==> src/hw/rtl/i2cseq_pkg.sv <==
`timescale 1ns / 1ps
`default_nettype none

package i2cseq_pkg;

  localparam int DelayWidth  = 16;
  localparam int StepWidth   = 6;
  localparam int BitsPerByte = 8;
  localparam int MaxChain    = 4;

  typedef logic [2:0]            cmd_t;
  typedef logic [StepWidth-1:0]  step_t;
  typedef logic [DelayWidth-1:0] delay_t;
  typedef logic [15:0]           ticks_t;
  typedef logic [1:0]            cfg_addr_t;
  typedef logic [15:0]           cfg_data_t;
  typedef logic [3:0]            bit_cnt_t;

  localparam cmd_t CMD_NONE  = 3'd0;
  localparam cmd_t CMD_START = 3'd1;
  localparam cmd_t CMD_STOP  = 3'd2;
  localparam cmd_t CMD_WRITE = 3'd3;
  localparam cmd_t CMD_READ  = 3'd4;

  localparam cfg_addr_t CFG_HIGH_SPEED = 2'd0;
  localparam cfg_addr_t CFG_FAST_DELAY = 2'd1;
  localparam cfg_addr_t CFG_SLOW_DELAY = 2'd2;

  localparam step_t STEP_IDLE   = 6'd0;
  localparam step_t ENTRY_START = 6'd1;
  localparam step_t ENTRY_STOP  = 6'd8;
  localparam step_t ENTRY_WRITE = 6'd18;
  localparam step_t ENTRY_READ  = 6'd38;
  localparam step_t LOOP_WRITE  = 6'd21;
  localparam step_t LOOP_READ   = 6'd40;

  typedef enum logic [3:0] {
    OP_END,
    OP_DELAY,
    OP_SDA_LOW,
    OP_SDA_HIGH,
    OP_SDA_REL,
    OP_SCL_LOW,
    OP_SCL_HIGH,
    OP_SDA_BIT,
    OP_SMP_ACK,
    OP_SMP_BIT,
    OP_SDA_ACK,
    OP_CLR_BITS,
    OP_LOOP,
    OP_SAVE
  } op_t;

  typedef struct packed {
    cmd_t       cmd;
    logic [7:0] write_byte;
    logic       read_nak;
    logic       sda_in;
  } in_item_t;

  typedef struct packed {
    logic       scl_level;
    logic       sda_drive;
    logic       sda_level;
    logic       busy_res;
    logic       done_res;
    logic       no_ack;
    logic [7:0] read_byte;
  } out_item_t;

  typedef struct packed {
    step_t      step;
    cmd_t       active_cmd;
    bit_cnt_t   bit_count;
    delay_t     delay_count;
    logic [7:0] shift_byte;
    logic       nak_flag;
    logic       ack_fail;
    logic       scl;
    logic       sda_drive;
    logic       sda_level;
    logic [7:0] read_hold;
  } seq_t;

  // pin sequence program
  function automatic op_t prog_op(step_t s);
    op_t op;
    unique case (s)
      6'd1, 6'd2, 6'd4, 6'd6:                   op = OP_DELAY;
      6'd3:                                     op = OP_SDA_LOW;
      6'd5:                                     op = OP_SCL_LOW;
      6'd8, 6'd10, 6'd12, 6'd14, 6'd16:         op = OP_DELAY;
      6'd9:                                     op = OP_SDA_LOW;
      6'd11:                                    op = OP_SCL_LOW;
      6'd13:                                    op = OP_SCL_HIGH;
      6'd15:                                    op = OP_SDA_REL;
      6'd18:                                    op = OP_SDA_HIGH;
      6'd19:                                    op = OP_CLR_BITS;
      6'd20, 6'd21, 6'd23, 6'd25, 6'd26:        op = OP_DELAY;
      6'd22:                                    op = OP_SDA_BIT;
      6'd24:                                    op = OP_SCL_HIGH;
      6'd27:                                    op = OP_SCL_LOW;
      6'd28:                                    op = OP_LOOP;
      6'd29:                                    op = OP_SDA_REL;
      6'd30, 6'd32, 6'd33, 6'd36:               op = OP_DELAY;
      6'd31:                                    op = OP_SCL_HIGH;
      6'd34:                                    op = OP_SMP_ACK;
      6'd35:                                    op = OP_SCL_LOW;
      6'd38:                                    op = OP_SDA_REL;
      6'd39:                                    op = OP_CLR_BITS;
      6'd40, 6'd42, 6'd43, 6'd46:               op = OP_DELAY;
      6'd41:                                    op = OP_SCL_HIGH;
      6'd44:                                    op = OP_SMP_BIT;
      6'd45:                                    op = OP_SCL_LOW;
      6'd47:                                    op = OP_LOOP;
      6'd48:                                    op = OP_SAVE;
      6'd49:                                    op = OP_SDA_ACK;
      6'd50, 6'd52, 6'd53, 6'd54, 6'd56:        op = OP_DELAY;
      6'd51:                                    op = OP_SCL_HIGH;
      6'd55:                                    op = OP_SCL_LOW;
      default:                                  op = OP_END;
    endcase
    return op;
  endfunction

  // one non-delay program step
  function automatic seq_t apply_op(seq_t s, op_t op, logic sda);
    seq_t r;
    r = s;
    r.step = s.step + 1'b1;
    unique case (op)
      OP_SDA_LOW: begin
        r.sda_drive = 1'b1;
        r.sda_level = 1'b0;
      end
      OP_SDA_HIGH: begin
        r.sda_drive = 1'b1;
        r.sda_level = 1'b1;
      end
      OP_SDA_REL:  r.sda_drive = 1'b0;
      OP_SCL_LOW:  r.scl = 1'b0;
      OP_SCL_HIGH: r.scl = 1'b1;
      OP_SDA_BIT: begin
        r.sda_level  = s.shift_byte[7];
        r.shift_byte = {s.shift_byte[6:0], 1'b0};
      end
      OP_SMP_ACK:  r.ack_fail = sda;
      OP_SMP_BIT:  r.shift_byte = {s.shift_byte[6:0], sda};
      OP_SDA_ACK: begin
        r.sda_drive = 1'b1;
        r.sda_level = s.nak_flag;
      end
      OP_CLR_BITS: r.bit_count = '0;
      OP_SAVE:     r.read_hold = s.shift_byte;
      OP_LOOP: begin
        r.bit_count = s.bit_count + 1'b1;
        if (r.bit_count < bit_cnt_t'(BitsPerByte)) begin
          r.step = (s.active_cmd == CMD_WRITE) ? LOOP_WRITE : LOOP_READ;
        end
      end
      default: ;
    endcase
    return r;
  endfunction

endpackage

`default_nettype wire

==> src/hw/rtl/i2cseq_if.sv <==
`timescale 1ns / 1ps
`default_nettype none

interface i2cseq_in_if;
  import i2cseq_pkg::*;
  logic     valid;
  logic     ready;
  in_item_t data;
  modport source (output valid, output data, input ready);
  modport sink (input valid, input data, output ready);
endinterface

interface i2cseq_out_if;
  import i2cseq_pkg::*;
  logic      valid;
  logic      ready;
  out_item_t data;
  modport source (output valid, output data, input ready);
  modport sink (input valid, input data, output ready);
endinterface

interface i2cseq_cfg_if;
  import i2cseq_pkg::*;
  logic      valid;
  logic      ready;
  cfg_addr_t addr;
  cfg_data_t data;
  modport source (output valid, output addr, output data, input ready);
  modport sink (input valid, input addr, input data, output ready);
endinterface

`default_nettype wire

==> src/hw/rtl/i2c_master_byte_sequencer.sv <==
// channel   dir  payload                                              handshake
// cfg_ch    in   addr[1:0], data[15:0]                                valid/ready
// in_ch     in   cmd, write_byte, read_nak, sda_in (one clock tick)   valid/ready
// out_ch    out  scl_level, sda_drive, sda_level, busy_res,           valid/ready
//                done_res, no_ack, read_byte
//
// One transaction per clock; the pin program step is combinational between the
// sequencer state and the output register, which is loaded on input accept.
// in_ch is ready whenever the output register is empty or being drained.
// cfg_ch is always ready. Sync reset: idle, SCL high, SDA released.
// An output stall holds the result and stops new input transactions.
`timescale 1ns / 1ps
`default_nettype none

module i2c_master_byte_sequencer (
  input  logic         clk,
  input  logic         rst,
  i2cseq_cfg_if.sink   cfg_ch,
  i2cseq_in_if.sink    in_ch,
  i2cseq_out_if.source out_ch
);
  import i2cseq_pkg::*;

  logic      high_speed;
  ticks_t    fast_delay_ticks;
  ticks_t    slow_delay_ticks;
  seq_t      seq;
  seq_t      seq_next;
  logic      out_valid;
  out_item_t out_data;

  logic      in_accept;
  logic      cfg_accept;
  delay_t    unit_ticks;
  delay_t    tick_sel;
  delay_t    delay_load;
  op_t       op_now;
  logic      done;
  out_item_t result;

  assign cfg_ch.ready = 1'b1;
  assign cfg_accept   = cfg_ch.valid && cfg_ch.ready;
  assign in_ch.ready  = !out_valid || out_ch.ready;
  assign in_accept    = in_ch.valid && in_ch.ready;
  assign out_ch.valid = out_valid;
  assign out_ch.data  = out_data;

  assign tick_sel   = high_speed ? fast_delay_ticks[DelayWidth-1:0]
                                 : slow_delay_ticks[DelayWidth-1:0];
  assign unit_ticks = (tick_sel == '0) ? delay_t'(1) : tick_sel;

  always_comb begin
    seq_next   = seq;
    done       = 1'b0;
    delay_load = '0;
    if (seq.step == STEP_IDLE) begin
      if (in_ch.data.cmd == CMD_START || in_ch.data.cmd == CMD_STOP ||
          in_ch.data.cmd == CMD_WRITE || in_ch.data.cmd == CMD_READ) begin
        seq_next.active_cmd  = in_ch.data.cmd;
        seq_next.delay_count = '0;
        seq_next.bit_count   = '0;
        if (in_ch.data.cmd == CMD_START) begin
          seq_next.step = ENTRY_START;
        end else if (in_ch.data.cmd == CMD_STOP) begin
          seq_next.step = ENTRY_STOP;
        end else if (in_ch.data.cmd == CMD_WRITE) begin
          seq_next.step       = ENTRY_WRITE;
          seq_next.shift_byte = in_ch.data.write_byte;
          seq_next.ack_fail   = 1'b0;
        end else begin
          seq_next.step       = ENTRY_READ;
          seq_next.shift_byte = '0;
          seq_next.nak_flag   = in_ch.data.read_nak;
        end
      end
    end

    // pin actions up to the next delay unit
    for (int i = 0; i < MaxChain; i++) begin
      if (seq_next.step != STEP_IDLE && prog_op(seq_next.step) != OP_DELAY &&
          prog_op(seq_next.step) != OP_END) begin
        seq_next = apply_op(seq_next, prog_op(seq_next.step), in_ch.data.sda_in);
      end
    end

    op_now = prog_op(seq_next.step);
    if (seq_next.step != STEP_IDLE) begin
      if (op_now == OP_END) begin
        seq_next.step       = STEP_IDLE;
        seq_next.active_cmd = CMD_NONE;
        done                = 1'b1;
      end else if (op_now == OP_DELAY) begin
        delay_load = (seq_next.delay_count == '0) ? unit_ticks : seq_next.delay_count;
        seq_next.delay_count = delay_load - 1'b1;
        if (seq_next.delay_count == '0) begin
          seq_next.step = seq_next.step + 1'b1;
          if (prog_op(seq_next.step) == OP_END) begin
            seq_next.step       = STEP_IDLE;
            seq_next.active_cmd = CMD_NONE;
            done                = 1'b1;
          end
        end
      end
    end

    result.scl_level = seq_next.scl;
    result.sda_drive = seq_next.sda_drive;
    result.sda_level = seq_next.sda_level & seq_next.sda_drive;
    result.busy_res  = seq_next.step != STEP_IDLE;
    result.done_res  = done;
    result.no_ack    = seq_next.ack_fail;
    result.read_byte = seq_next.read_hold;
  end

  always_ff @(posedge clk) begin
    if (rst) begin
      high_speed       <= 1'b1;
      fast_delay_ticks <= ticks_t'(2);
      slow_delay_ticks <= ticks_t'(24);
      seq              <= '{step: STEP_IDLE, active_cmd: CMD_NONE, bit_count: '0,
                            delay_count: '0, shift_byte: '0, nak_flag: 1'b0,
                            ack_fail: 1'b0, scl: 1'b1, sda_drive: 1'b0,
                            sda_level: 1'b1, read_hold: '0};
      out_valid        <= 1'b0;
    end else begin
      if (cfg_accept) begin
        unique case (cfg_ch.addr)
          CFG_HIGH_SPEED: high_speed       <= cfg_ch.data[0];
          CFG_FAST_DELAY: fast_delay_ticks <= cfg_ch.data;
          CFG_SLOW_DELAY: slow_delay_ticks <= cfg_ch.data;
          default: ;
        endcase
      end
      if (in_accept) begin
        seq       <= seq_next;
        out_valid <= 1'b1;
      end else if (out_ch.ready) begin
        out_valid <= 1'b0;
      end
    end
  end

  always_ff @(posedge clk) begin
    if (in_accept) begin
      out_data <= result;
    end
  end

`ifndef ASSERT_OFF
  a_delay_only_busy: assert property (@(posedge clk) disable iff (rst)
    (seq.delay_count != '0) |-> (seq.step != STEP_IDLE))
    else $error("delay counter running while idle");

  a_bit_count_range: assert property (@(posedge clk) disable iff (rst)
    seq.bit_count <= bit_cnt_t'(BitsPerByte))
    else $error("bit counter past one byte");

  a_done_not_busy: assert property (@(posedge clk) disable iff (rst)
    out_valid |-> !(out_data.done_res && out_data.busy_res))
    else $error("done and busy in the same result");

  a_stall_holds_output: assert property (@(posedge clk) disable iff (rst)
    !in_ch.ready |-> out_valid)
    else $error("input stalled with empty output register");
`endif

endmodule

`default_nettype wire

==> src/flat_wrapper.sv <==
// flat-port wrapper written by rule: the top's interface ports become plain ports
module i2c_master_byte_sequencer_flat import i2cseq_pkg::*;
  (clk, rst, cfg_ch_valid, cfg_ch_addr, cfg_ch_data, cfg_ch_ready, in_ch_valid, in_ch_data, in_ch_ready, out_ch_valid, out_ch_data, out_ch_ready);
  i2cseq_cfg_if cfg_ch_i ();
  i2cseq_in_if in_ch_i ();
  i2cseq_out_if out_ch_i ();
  input  logic clk;
  input  logic rst;
  input wire logic [$bits(cfg_ch_i.valid)-1:0] cfg_ch_valid;
  input wire logic [$bits(cfg_ch_i.addr)-1:0] cfg_ch_addr;
  input wire logic [$bits(cfg_ch_i.data)-1:0] cfg_ch_data;
  output wire logic [$bits(cfg_ch_i.ready)-1:0] cfg_ch_ready;
  input wire logic [$bits(in_ch_i.valid)-1:0] in_ch_valid;
  input wire logic [$bits(in_ch_i.data)-1:0] in_ch_data;
  output wire logic [$bits(in_ch_i.ready)-1:0] in_ch_ready;
  output wire logic [$bits(out_ch_i.valid)-1:0] out_ch_valid;
  output wire logic [$bits(out_ch_i.data)-1:0] out_ch_data;
  input wire logic [$bits(out_ch_i.ready)-1:0] out_ch_ready;
  assign cfg_ch_i.valid = cfg_ch_valid;
  assign cfg_ch_i.addr = cfg_ch_addr;
  assign cfg_ch_i.data = cfg_ch_data;
  assign cfg_ch_ready = cfg_ch_i.ready;
  assign in_ch_i.valid = in_ch_valid;
  assign in_ch_i.data = in_ch_data;
  assign in_ch_ready = in_ch_i.ready;
  assign out_ch_valid = out_ch_i.valid;
  assign out_ch_data = out_ch_i.data;
  assign out_ch_i.ready = out_ch_ready;
  i2c_master_byte_sequencer u_core (.clk(clk), .rst(rst), .cfg_ch(cfg_ch_i), .in_ch(in_ch_i), .out_ch(out_ch_i));
endmodule
==> config.mk <==
export PLATFORM = sky130hd
export DESIGN_NAME = i2c_master_byte_sequencer_flat
export DESIGN_NICKNAME = d
export VERILOG_FILES = /design/src/hw/rtl/i2cseq_pkg.sv /design/src/hw/rtl/i2cseq_if.sv /design/src/hw/rtl/i2c_master_byte_sequencer.sv /design/src/flat_wrapper.sv
export SDC_FILE = /design/constraint.sdc
export NUM_CORES = 1
export LEC_CHECK = 0
export ABC_CLOCK_PERIOD_IN_PS = 22900
export BUFFER_PORTS_ARGS = -buffer_cell sky130_fd_sc_hd__buf_2
export CAP_MARGIN = 0
export CORE_UTILIZATION = 30
export DETAILED_ROUTE_END_ITERATION = 12
export HOLD_SLACK_MARGIN = 0.1
export SLEW_MARGIN = 10
export SYNTH_ARGS = -nofsm -noshare
export SYNTH_HDL_FRONTEND = slang
export SYNTH_SLANG_ARGS = --single-unit
==> constraint.sdc <==
create_clock -name clk -period 22.9 [get_ports clk]
set_input_delay 2.29 -clock clk [delete_from_list [all_inputs] [get_ports clk]]
set_output_delay 2.29 -clock clk [all_outputs]
set_load 0.02 [all_outputs]
==> summary.txt, run 1 <==
Setup path
  – RR Startpoint: u_core.seq[46]
  – Setup Crit Path Kind: primary input to flip-flop
  – Cell family with most CP delay: compound AO/OA/AOI/OAI gates
  – Data arrival, critical path: 17,860 ps
  – Max Fanout on Critical Path: 17
  – Crit path largest cell delay: 840 ps
  – Slowest CP cell: or4_1
  – Setup crit start kind: primary input
  – Buf+Inv Stages, Crit Path: 3
  – Worst Path Required: 23,120 ps
  – Crit-path most repeated cell: ha_1
  – Crit. End Element: flip-flop
  – Crit. Startpoint: in_ch_data[11]

Flow run
  – Max Cap Viol: 0

Global route
  – Global route total overflow: 0
  – Pin count of the biggest net entering global routing: 76
  – Total Routing Usage GR: 18.9%
  – First-pass GRT wire length: 60,800 µm
  – Vias in the first global route: 11,200
  – Initial antenna violation count: 0

Placed design
  – DP Wirelength: 28,100 µm
  – GP Congestion: 0.965
  – Port Buffers: 51
  – DP Worst Slack: 5360 ps

Clock tree
  – Clock tree buffer depth: 2
  – H-tree depth: 3
  – CTS tree: built
  – CTS root buf: clkbuf_16
  – Setup bufs post-CTS: 0
  – Num CTS Buffers: 9
  – Clk sink count: 98
  – Clock Pin Slew Worst Setup and Hold Paths: 80 ps
  – Post_cts resized: 0
  – Hold-fix buffers, CTS: 0
  – Clk_lat worst skew: 360 ps

Die
  – Initial core utilization: 30.4%
  – Die Wd: 197 µm
  – Core area: 0.0377 mm²
  – Die Y: 197 µm
  – Cell Rows: 71
  – I/O pin cnt: 53
  – Die Area: 0.0390 mm²

Min path
  – Hold Path Class: flip-flop to flip-flop
  – Hold path startpoint: u_core.slow_delay_ticks[0]

Timing
  – RSZ-0062 raised after global routing: no
  – Skew final: 11.5 ps
  – Final worst-path cycle share: 77.0%
  – Slew margin rel.: 18.8%
  – Final slew viol count: 0
  – Hold Slack: 464 ps
  – Setup WS post-layout: 5260 ps
  – Slew @ Worst Pin: 1210 ps
  – Hold violation count in the final report: 0
  – Crit path time final: 17,640 ps
  – Fmax: 0.0567 GHz
  – Sum Neg Setup Slack: 0 ps
  – Final setup viols: 0

Routing
  – DR DRC count: 0
  – DR vias/cell: 6.03
  – WL final: 37,400 µm
  – Vias: 12,300
  – First-pass detailed-route iteration total: 6
  – WL/cell: 18.4 µm
  – Routed Antenna Nets: 0
  – DRT iter0 DRCs: 1,195

Yosys
  – Post-synthesis average cell area: 7.45 µm²
  – Area share of the largest cell type after synthesis: 14.7%
  – Synth Register Bits: 98
  – Syn Nets: 1,627
  – Synth area leader: dfxtp_1
  – Post-synth top flop: dfxtp_1
  – YS warnings: 0
  – Mapped Area: 0.0115 mm²
  – Async set-or-reset flop fraction in the synthesized netlist: 0%
  – Netlist cell types: 127
  – Top cells by area, synth: dfxtp_1, nand2_1, ha_1
  – Sequential area share after synthesis: 18.3%
  – Mapped Cells: 1,539
  – Post-synth EDFFs: 14

Finish
  – Register area: 0.00210 mm²
  – Area grow syn2layout: 7.13%
  – Core Util, Final: 32.6%
  – Fillers: 4,028
  – Layout cells sized above 1: 12.4%
  – Area of the multi-input gates: 0.00868 mm²
  – Antenna Cells: 0
  – Final #Nets: 1,604

Status
  – Status: complete, no violations
worst paths after layout:
path / endpoint / slack (ps) / depth (start not counted)
max: u_core.seq[43] / 5260 / 54
min: u_core.slow_delay_ticks[0] / 460 / 2
max reg2reg: u_core.seq[43] / 6630 / 53
min reg2reg: u_core.slow_delay_ticks[0] / 460 / 2
synthesized netlist by cell type, types with 22 or more instances:
cell type    n
a211oi_1    34
a21oi_1    119
a22oi_1     40
a31oi_1     22
buf_2       29
clkbuf_1    48
dfxtp_1     84
ha_1        52
inv_1       40
mux2_2      31
mux2i_1     44
nand2_1    205
nand3_1     66
nor2_1     132
nor3_1      48
nor4_1      25
o21ai_0     62
through the flow:
stage | area, µm² | cells
2_1_floorplan | 11500 | 1539
3_3_place_gp | 12000 | 2016
3_5_place_dp | 12000 | 2016
4_1_cts | 12300 | 2032
5_1_grt | 12300 | 2032
6_report | 12300 | 2032
layer usage:
metal	GRT usage, %	up-vias	share of wire (%)	wire [µm]
li1	-	5840	-	-
met4	5.91	0	2.8	1040
met1	25.9	5801	45	16900
met5	0	-	0	0
met3	1.98	93	5.9	2210
met2	30.9	516	46	17300
worst reg2reg max path: cells and delay by family (launching register included):
| kind | cells | cell delay, ps |
|---|---|---|
| AOI/OAI and AO/OA | 21 | 5670 |
| and+or+nand+nor | 18 | 5830 |
| DFF | 1 | 830 |
| buffers and inverters | 2 | 350 |
| adders and majority gates | 8 | 2750 |
| muxes | 4 | 730 |
final cells by class:
class,count,area share [%]
Clock inverter,5,0.397
Multi-Input combinational cell,1294,70.7
Tap cell,511,5.21
Inverter,49,1.55
Clock buffer,11,2.15
Sequential cell,98,17.1
Timing Repair Buffer,64,2.87
flip-flops by register name, indices dropped and copies added (netlist names):
signal	flops
u_core.out_ch.valid	1
u_core.slow_delay_ticks	16
u_core.seq	50
u_core.out_ch.data	14
u_core.fast_delay_ticks	16
u_core.high_speed	1
cells by family (layout without fill, tap and decap cells):
| family | Yosys count | in the layout | synth area share [%] |
|---|---|---|---|
| AO/OA/AOI/OAI | 550 | 550 | 35.4 |
| XOR/XNOR | 23 | 23 | 1.92 |
| adder cells (fa/ha/maj) | 52 | 52 | 5.68 |
| buffers and inverters | 147 | 129 | 6.00 |
| flip-flops | 98 | 98 | 18.3 |
| multiplexers | 79 | 79 | 7.61 |
| other | 1 | 1 | 0.0327 |
| AND/OR/NAND/NOR | 589 | 589 | 25.0 |
layout by cell type (no fill, tap or decap), types with 15 or more instances in the layout:
cell,n
a211oi_1,34
a21oi_1,118
a22o_1,16
a22oi_1,40
a31oi_1,22
and2_1,18
buf_2,51
dfxtp_1,84
ha_1,52
inv_1,40
mux2_2,31
mux2i_1,44
nand2_1,205
nand3_1,66
nand4_1,17
nor2_1,132
nor3_1,48
nor4_1,24
o211ai_1,18
o21a_1,17
o21ai_0,62
xnor2_1,15
Power of run 1 is left out: the tool's default activity adds up to more than one toggle a clock period on the data nets, which glitch-free logic cannot reach.
==> run 2, diff against run 1 <==
ABC_CLOCK_PERIOD_IN_PS = 16700   (was 22900)
clock period = 16.7 ns   (was 22.9 ns; I/O delays follow)
==> summary.txt, run 2 (same netlist as run 1, synthesis figures left out) <==
Timing
  – Final worst-path cycle share: 93.5%
  – RSZ-0062 raised after global routing: no
  – Skew final: 10.4 ps
  – Fmax: 0.0640 GHz
  – Hold violation count in the final report: 0
  – Slew margin rel.: 18.0%
  – Setup WS post-layout: 1080 ps
  – Crit path time final: 15,620 ps
  – Sum Neg Setup Slack: 0 ps
  – Final slew viol count: 0
  – Slew @ Worst Pin: 1230 ps
  – Final setup viols: 0

Setup path
  – Setup Crit Path Kind: primary input to flip-flop
  – Crit path largest cell delay: 710 ps
  – Data arrival, critical path: 15,840 ps
  – Crit-path most repeated cell: ha_1
  – Worst Path Required: 16,920 ps
  – Reg2Reg Depth: 53
  – Max Fanout on Critical Path: 17
  – Slowest CP cell: or4_4
  – Setup crit start kind: primary input
  – Crit. End Element: flip-flop

Placed design
  – GP Congestion: 0.941
  – Port Buffers: 51
  – DP Wirelength: 28,800 µm
  – DP Worst Slack: 475 ps

Clock tree
  – Num CTS Buffers: 9
  – Hold-fix buffers, CTS: 0
  – Clock Pin Slew Worst Setup and Hold Paths: 70 ps
  – Clock tree buffer depth: 2
  – CTS tree: built
  – H-tree depth: 3
  – Clk sink count: 98
  – Clk_lat worst skew: 360 ps
  – CTS root buf: clkbuf_16

Min path
  – Hold Path Class: flip-flop to flip-flop
  – Min-Delay Path Depth: 2

Global route
  – Initial antenna violation count: 0
  – First-pass GRT wire length: 61,400 µm
  – Total Routing Usage GR: 19.3%
  – Vias in the first global route: 11,200
  – Global route total overflow: 0
  – Pin count of the biggest net entering global routing: 76

Die
  – Die Y: 197 µm
  – Die Area: 0.0390 mm²
  – Initial core utilization: 30.4%
  – Core area: 0.0377 mm²
  – I/O pin cnt: 53
  – Die Wd: 197 µm
  – Cell Rows: 71

Finish
  – Area of the multi-input gates: 0.00869 mm²
  – Most frequent cells in the layout: nand2_1, nor2_1, a21oi_1
  – Final #Nets: 1,621
  – Area grow syn2layout: 8.47%
  – Largest regs: u_core.seq: 50 flops, u_core.fast_delay_ticks: 16 flops, u_core.slow_delay_ticks: 16 flops
  – Register area: 0.00210 mm²
  – Core Util, Final: 33.0%
  – Layout cells sized above 1: 13.6%
  – Commonest non-fill, non-tap cell in the layout: nand2_1
  – Top reg by flops: u_core.seq
  – Antenna Cells: 0
  – Fillers: 4,102
  – Max reg flops: 50

Routing
  – WL/cell: 18.7 µm
  – Routed Antenna Nets: 0
  – DR DRC count: 0
  – DR vias/cell: 5.98
  – WL final: 38,400 µm
  – Vias: 12,300
  – First-pass detailed-route iteration total: 6
  – DRT iter0 DRCs: 1,100

Flow run
  – Max Cap Viol: 0

Status
  – Status: complete, no violations
==> run 2: changes by cell type in the layout (fill, tap and decap cells not counted), moves of 2 or more <==
cell and change:
buf_4 +17, and2_2 +2, inv_6 -2, clkinv_2 +2, bufinv_16 +2, and2_1 -2
==> run 2: critical path, delay by kind of cell <==
kind / cells / cell delay [ps]
adders and majority gates: 7 / 2100
buffers and inverters: 4 / 700
and+or+nand+nor: 18 / 5130
AOI/OAI and AO/OA: 22 / 5930
muxes: 2 / 300
==> run 2: metal layers <==
layer,vias up,global-route usage (%),wire (µm)
li1,5866,-,-
met1,5868,26.6,17700
met2,442,31.2,17700
met3,76,2.34,1960
met4,0,6.14,1070
met5,-,0,0
==> run 2: area by class of cell <==
type | instances | area share (%)
clock buffers | 10 | 1.92
clock inverters | 6 | 0.714
inverters | 49 | 1.53
multi-input cells | 1294 | 69.9
flip-flops and latches | 98 | 16.9
well taps | 511 | 5.14
repair buffers | 81 | 3.86
==> run 2: what timing repair did <==
| item | CTS | global route |
|---|---|---|
| setup endpoints to repair | 0 | 27 |
| resized for setup | 0 | 4 |
| buffers inserted | 0 | 4 |
==> run 2: final timing paths <==
check	startpoint	end	slack (ps)
max	in_ch_data[12]	u_core.seq[43]	1080
min reg2reg	u_core.seq[4]	u_core.seq[4]	460
min	u_core.seq[4]	u_core.seq[4]	460
max reg2reg	u_core.seq[47]	u_core.seq[43]	1870
==> run 2: through the flow <==
stage / hold slack (ps) / cell area (µm²) / cells
floorplan: 433 / 11500 / 1539
global placement: 450 / 12100 / 2029
detailed placement: 454 / 12100 / 2029
CTS: 464 / 12400 / 2045
global route: 483 / 12400 / 2049
finish: 462 / 12400 / 2049
Power of run 2 is left out for the same reason.
